**src/rtl/nwt_pkg.sv**
```systemverilog
`default_nettype none

package nwt_pkg;

  localparam int AmountW      = 32;
  localparam int Digits       = 10;
  localparam int BcdW         = 4 * Digits;
  localparam int BitsPerStage = 8;
  localparam int DabbleStages = AmountW / BitsPerStage;
  localparam int WordW        = 5;
  localparam int Groups       = 4;
  localparam int SlotsPerGrp  = 5;
  localparam int SlotCnt      = Groups * SlotsPerGrp;

  localparam logic [WordW-1:0] WORD_ZERO     = 5'd0;
  localparam logic [WordW-1:0] WORD_TENS_OFS = 5'd18;
  localparam logic [WordW-1:0] WORD_HUNDRED  = 5'd28;
  localparam logic [WordW-1:0] WORD_THOUSAND = 5'd29;
  localparam logic [WordW-1:0] WORD_MILLION  = 5'd30;
  localparam logic [WordW-1:0] WORD_BILLION  = 5'd31;

  typedef logic [WordW-1:0] word_t;

  typedef struct packed {
    logic [SlotCnt-1:0]        mask;
    logic [SlotCnt-1:0][WordW-1:0] code;
  } slots_t;

endpackage

`default_nettype wire

```
**src/rtl/nwt_dabble.sv**
```systemverilog
`default_nettype none

module nwt_dabble
  import nwt_pkg::*;
(
  input  logic               clk,
  input  logic               rst_n,
  input  logic               en,
  input  logic               in_valid,
  input  logic [AmountW-1:0] in_bin,
  input  logic [BcdW-1:0]    in_bcd,
  output logic               valid_r,
  output logic [AmountW-1:0] bin_r,
  output logic [BcdW-1:0]    bcd_r
);

  logic [AmountW-1:0] bin_nxt;
  logic [BcdW-1:0]    bcd_nxt;

  // shift-add-3 over a slice of the binary word
  always_comb begin
    logic [AmountW-1:0] b;
    logic [BcdW-1:0]    d;
    b = in_bin;
    d = in_bcd;
    for (int s = 0; s < BitsPerStage; s++) begin
      for (int k = 0; k < Digits; k++) begin
        if (d[k*4 +: 4] >= 4'd5) begin
          d[k*4 +: 4] = d[k*4 +: 4] + 4'd3;
        end
      end
      {d, b} = {d, b} << 1;
    end
    bin_nxt = b;
    bcd_nxt = d;
  end

  always_ff @(posedge clk) begin
    if (!rst_n) begin
      valid_r <= 1'b0;
    end else if (en) begin
      valid_r <= in_valid;
    end
  end

  always_ff @(posedge clk) begin
    if (en) begin
      bin_r <= bin_nxt;
      bcd_r <= bcd_nxt;
    end
  end

endmodule

`default_nettype wire

```
**src/rtl/nwt_serializer.sv**
```systemverilog
`default_nettype none

module nwt_serializer
  import nwt_pkg::*;
(
  input  logic   clk,
  input  logic   rst_n,
  input  logic   load_valid,
  input  slots_t load,
  output logic   ready,
  output logic   tok_valid,
  output word_t  tok_code,
  output logic   tok_last
);

  logic [SlotCnt-1:0]            mask_r, mask_nxt;
  logic [SlotCnt-1:0][WordW-1:0] code_r;
  logic [SlotCnt-1:0]            pick;

  assign pick      = mask_r & (~mask_r + SlotCnt'(1));
  assign tok_valid = |mask_r;
  assign tok_last  = (mask_r & (mask_r - SlotCnt'(1))) == '0;
  assign ready     = !tok_valid || tok_last;

  always_comb begin
    tok_code = '0;
    for (int i = 0; i < SlotCnt; i++) begin
      if (pick[i]) begin
        tok_code = tok_code | code_r[i];
      end
    end
  end

  always_comb begin
    if (ready && load_valid) begin
      mask_nxt = load.mask;
    end else begin
      mask_nxt = mask_r & ~pick;
    end
  end

  always_ff @(posedge clk) begin
    if (!rst_n) begin
      mask_r <= '0;
    end else begin
      mask_r <= mask_nxt;
    end
  end

  always_ff @(posedge clk) begin
    if (ready && load_valid) begin
      code_r <= load.code;
    end
  end

endmodule

`default_nettype wire

```
**src/rtl/number_to_word_tokens_top.sv**
```systemverilog
`default_nettype none

// Spells an unsigned 32-bit amount as English word tokens, most significant
// first, one token per cycle on out_word_code with out_valid high for that
// single cycle; out_last_word marks the final token of the amount. An amount
// is taken when start is high and busy is low, and one may enter every cycle
// while the pipeline has room. It runs through four binary-to-decimal stages
// (eight bits each), one stage that lays out the token slots, and then the
// token serializer, which puts each token on the outputs in turn.
// The serializer sends one token per cycle, and an amount spells as 1 to 16
// tokens; it loads the next amount while the current one's last token is out.
// The receiver cannot stall; busy rises only when every stage holds
// an amount and the serializer is not on its last token.
module number_to_word_tokens_top
  import nwt_pkg::*;
(
  input  logic               clk,
  input  logic               rst_n,
  input  logic               start,
  output logic               busy,
  input  logic [AmountW-1:0] in_amount,
  output logic               out_valid,
  output logic [WordW-1:0]   out_word_code,
  output logic               out_last_word
);

  function automatic slots_t build_slots(input logic [BcdW-1:0] bcd);
    slots_t     s;
    logic [3:0] h, t, u;
    int         base;
    s = '0;
    for (int g = 0; g < Groups; g++) begin
      base = g * SlotsPerGrp;
      if (g == 0) begin
        h = 4'd0;
        t = 4'd0;
        u = bcd[BcdW-4 +: 4];
      end else begin
        h = bcd[(Groups-1-g)*12 + 8 +: 4];
        t = bcd[(Groups-1-g)*12 + 4 +: 4];
        u = bcd[(Groups-1-g)*12 +: 4];
      end
      s.code[base]     = {1'b0, h};
      s.mask[base]     = h != 4'd0;
      s.code[base + 1] = WORD_HUNDRED;
      s.mask[base + 1] = h != 4'd0;
      s.code[base + 2] = WORD_TENS_OFS + {1'b0, t};
      s.mask[base + 2] = t >= 4'd2;
      if (t >= 4'd2) begin
        s.code[base + 3] = {1'b0, u};
        s.mask[base + 3] = u != 4'd0;
      end else begin
        s.code[base + 3] = (t != 4'd0) ? 5'd10 + {1'b0, u} : {1'b0, u};
        s.mask[base + 3] = (t != 4'd0) || (u != 4'd0);
      end
      case (g)
        0:       s.code[base + 4] = WORD_BILLION;
        1:       s.code[base + 4] = WORD_MILLION;
        default: s.code[base + 4] = WORD_THOUSAND;
      endcase
      s.mask[base + 4] = (g < Groups - 1) && ((h | t | u) != 4'd0);
    end
    if (bcd == '0) begin
      s.code[SlotCnt - 2] = WORD_ZERO;
      s.mask[SlotCnt - 2] = 1'b1;
    end
    return s;
  endfunction

  logic               v   [DabbleStages+1];
  logic [AmountW-1:0] bin [DabbleStages+1];
  logic [BcdW-1:0]    bcd [DabbleStages+1];
  logic [DabbleStages-1:0] en;

  logic   slot_valid_r;
  slots_t slot_r;
  logic   slot_en;
  logic   ser_ready;

  assign v[0]   = start;
  assign bin[0] = in_amount;
  assign bcd[0] = '0;

  for (genvar k = 0; k < DabbleStages; k++) begin : g_dab
    if (k == DabbleStages - 1) begin : g_end
      assign en[k] = !v[k+1] || slot_en;
    end else begin : g_mid
      assign en[k] = !v[k+1] || en[k+1];
    end
    nwt_dabble u_dab (
      .clk      (clk),
      .rst_n    (rst_n),
      .en       (en[k]),
      .in_valid (v[k]),
      .in_bin   (bin[k]),
      .in_bcd   (bcd[k]),
      .valid_r  (v[k+1]),
      .bin_r    (bin[k+1]),
      .bcd_r    (bcd[k+1])
    );
  end

  assign busy    = !en[0];
  assign slot_en = !slot_valid_r || ser_ready;

  always_ff @(posedge clk) begin
    if (!rst_n) begin
      slot_valid_r <= 1'b0;
    end else if (slot_en) begin
      slot_valid_r <= v[DabbleStages];
    end
  end

  always_ff @(posedge clk) begin
    if (slot_en) begin
      slot_r <= build_slots(bcd[DabbleStages]);
    end
  end

  nwt_serializer u_ser (
    .clk        (clk),
    .rst_n      (rst_n),
    .load_valid (slot_valid_r),
    .load       (slot_r),
    .ready      (ser_ready),
    .tok_valid  (out_valid),
    .tok_code   (out_word_code),
    .tok_last   (out_last_word)
  );

  a_tokens_contiguous: assert property (
    @(posedge clk) disable iff (!rst_n)
    out_valid && !out_last_word |=> out_valid
  ) else $error("token run of one amount broken");

  a_busy_only_mid_run: assert property (
    @(posedge clk) disable iff (!rst_n)
    busy |-> out_valid && !out_last_word && slot_valid_r
  ) else $error("busy while the serializer could take a beat");

  a_quiet_after_reset: assert property (
    @(posedge clk)
    $past(!rst_n) |-> !out_valid && !busy
  ) else $error("activity right after reset");

endmodule

`default_nettype wire
```
**config.mk**
```make
export PLATFORM = sky130hd
export DESIGN_NAME = number_to_word_tokens_top
export DESIGN_NICKNAME = d
export VERILOG_FILES = /design/src/rtl/nwt_pkg.sv /design/src/rtl/nwt_dabble.sv /design/src/rtl/nwt_serializer.sv /design/src/rtl/number_to_word_tokens_top.sv
export SDC_FILE = /design/constraint.sdc
export NUM_CORES = 1
export LEC_CHECK = 0
export ABC_AREA = 1
export BUFFER_PORTS_ARGS = -buffer_cell sky130_fd_sc_hd__buf_2
export CAP_MARGIN = 20
export CORE_MARGIN = 1
export CORE_UTILIZATION = 45
export CTS_CLUSTER_SIZE = 30
export DETAILED_ROUTE_END_ITERATION = 7
export GPL_ROUTABILITY_DRIVEN = 0
export PLACE_DENSITY_LB_ADDON = 0.12
export SYNTH_ARGS = -nofsm -noshare
export SYNTH_HDL_FRONTEND = slang
export SYNTH_HIERARCHICAL = 1
export SYNTH_SLANG_ARGS = --single-unit
```
**constraint.sdc**
```tcl
create_clock -name clk -period 6 [get_ports clk]
set_input_delay 0 -clock clk [delete_from_list [all_inputs] [get_ports clk]]
set_output_delay 0 -clock clk [all_outputs]
set_load 0.05 [all_outputs]
```
==> flow_summary.toml <==
[sta]
maxSlewViolCount = 0
worst_slew_pin_slew_ns = 0.754
skew_ns = 0.0529
maxSlewHeadroom_pct = 49.7
setup-violations-final = 0
hold_viol_final = 0
rsz0062_at_grt = "yes"
fin_crit_sh_pct = 96.4
max_freq_mhz = 173
period_minus_slack_ns = 5.78

[critical_path]
cp_num_buf_inv = 12
r2r_slack_ns = 0.22
crit_path_frequent_cell = "nand2_2"
rr_endpoint = "g_dab[3].u_dab/bcd_r[38]"
critPathArrivalTime_ns = 6.19
crit_path_top_delay_cell = "edfxtp_1"
rr_startpoint = "g_dab[2].u_dab/bcd_r[36]"
critical_path.top_delay_family = "simple AND/OR/NAND/NOR gates"
crit_path_end_kind = "register"
critPathLaunchType = "register"
path_class = "register to register"
r2r_cells = 51
worstPathMaxFanout = 3
slowest_delay_ns = 0.44
worstPathRequired_ns = 6.41
path_depth = 51

[global_route]
grt_max_degree = 51
first_global_vias = 38200
antenna_found_initial = 0
grt_overflow_total = 0
grtUsageTotal_pct = 17.6
grt_pass1_wl_mm = 162

[yosys]
ys.warnings.count = 6
syn_area_per_cell_um2 = 6.59
synthesis.area_mm2 = 0.0467
netlist_instances = 7087

[floorplanning]
die_height_um = 324
dieArea_mm2 = 0.105
io-pin-count = 43
initial_core_util_pct = 45.6
die_x_um = 324
coreArea_mm2 = 0.102
rows = 117

[clock_tree]
clk_path_buf_depth = 3
cts_max_level = 2
cts_buffers = 49
clock_sinks = 391
clk-insertion-delay-late_ns = 0.65
cts_tree = "done"
clkTransAtPathRegs_ns = 0.06
cts_root_buf = "clkbuf_16"

[routing]
drt_iter0_markers = 1571
antenna_left = 0
vias_per_cell = 4.77
drt_first_pass_iters = 7
wire_per_inst_um = 10.5
drc = 0
dr_total_vias = 42600
routed_wl_mm = 93.3

[cells_and_area]
finalNetCount = 7790
num-fill-cells = 10000
area_growth_pct = 14.5
final_common_cell = "nand2_1"
diodes = 0
final_cell_mix = "nand2_1 (2459), inv_1 (1043), nand3_1 (737)"
layout-drive-gt1-share_pct = 21.9
layoutNonFillerInstCount = 8916

[status]
status = "finished clean"

[place]
placedCellCount = 8721
place.port_buffers = 42
hpwlAfterDp_mm = 75.0

[worst_hold_path]
hold_path.startpoint = "in_amount[18]"
hold_end = "g_dab[0].u_dab/bin_r[26]"
min_path_type = "input pin to register"
hold_path_depth = 2

[job]
cap_violations = 0
==> metal layers <==
| layer | vias up | global-route usage, % | part of all wire [%] |
|---|---|---|---|
| li1 | 23600 | - | - |
| met1 | 18600 | 23.2 | 50 |
| met2 | 290 | 30.9 | 46 |
| met3 | 88 | 1.78 | 2.1 |
| met4 | 0 | 3.57 | 1.6 |
| met5 | - | 0 | 0 |
==> worst max path at each step <==
stage / start / endpoint
finish: g_dab[2].u_dab/bcd_r[36] / g_dab[3].u_dab/bcd_r[38]
global placement: g_dab[2].u_dab/bcd_r[32] / g_dab[3].u_dab/bcd_r[38]
CTS: g_dab[2].u_dab/bcd_r[36] / g_dab[3].u_dab/bcd_r[38]
floorplan: g_dab[0].u_dab/bcd_r[32] / g_dab[1].u_dab/bcd_r[37]
detailed placement: g_dab[2].u_dab/bcd_r[36] / g_dab[3].u_dab/bcd_r[38]
global route: g_dab[2].u_dab/bcd_r[36] / g_dab[3].u_dab/bcd_r[37]
==> flip-flops by register name (all words and copies together), names as in the netlist <==
| signal | flops |
|---|---|
| slot_r | 58 |
| g_dab.u_dab/bcd_r | 160 |
| g_dab.u_dab/bin_r | 48 |
| slot_valid_r | 1 |
| u_ser/mask_r | 20 |
| u_ser/code_r | 100 |
| g_dab.u_dab/valid_r | 4 |
==> area by class of cell <==
type | count | area (µm²) | share of cell area (%)
clock buffer | 55 | 1250 | 2.34
clock inverter | 35 | 541 | 1.01
inverter | 1217 | 4580 | 8.56
multi-input combinational | 5630 | 32200 | 60.3
sequential | 391 | 11500 | 21.5
tap | 1368 | 1710 | 3.20
timing repair buffer | 220 | 1650 | 3.09
==> what timing repair did <==
action                     4_1_cts  5_1_grt
setup buffers                   35       42
hold buffers                    30        0
pin swaps                       14      117
gates resized for setup         42      284
setup endpoints to repair        6       17
hold endpoints to repair        52        0
==> worst reg2reg max path, delay by kind of cell, from the launching register on <==
family / cells / cell delay [ns]
flip-flops: 1 / 0.44
buffers and inverters: 12 / 0.97
AND/OR/NAND/NOR: 32 / 2.85
adder cells (fa/ha/maj): 6 / 0.99
AO/OA/AOI/OAI: 1 / 0.27
==> per-stage QoR <==
step                      area (µm²)  setup slack (ns)  util [%]  hold WS, ns   TNS, ns
after floorplan                47300             0.277         -       0.0989         0
final                          53500             0.218      52.2       0.0875         0
after global routing           53500            -0.177      52.2       0.0552     -1.00
after global placement         49700            0.0983      48.6        0.176         0
after CTS                      52200          -0.00309      51.0       0.0318  -0.00309
after detailed placement       49700            -0.209      48.6        0.178    -0.787
Power is left out: the tool's default activity adds up to more than one toggle a clock period on the data nets, which glitch-free logic cannot reach.
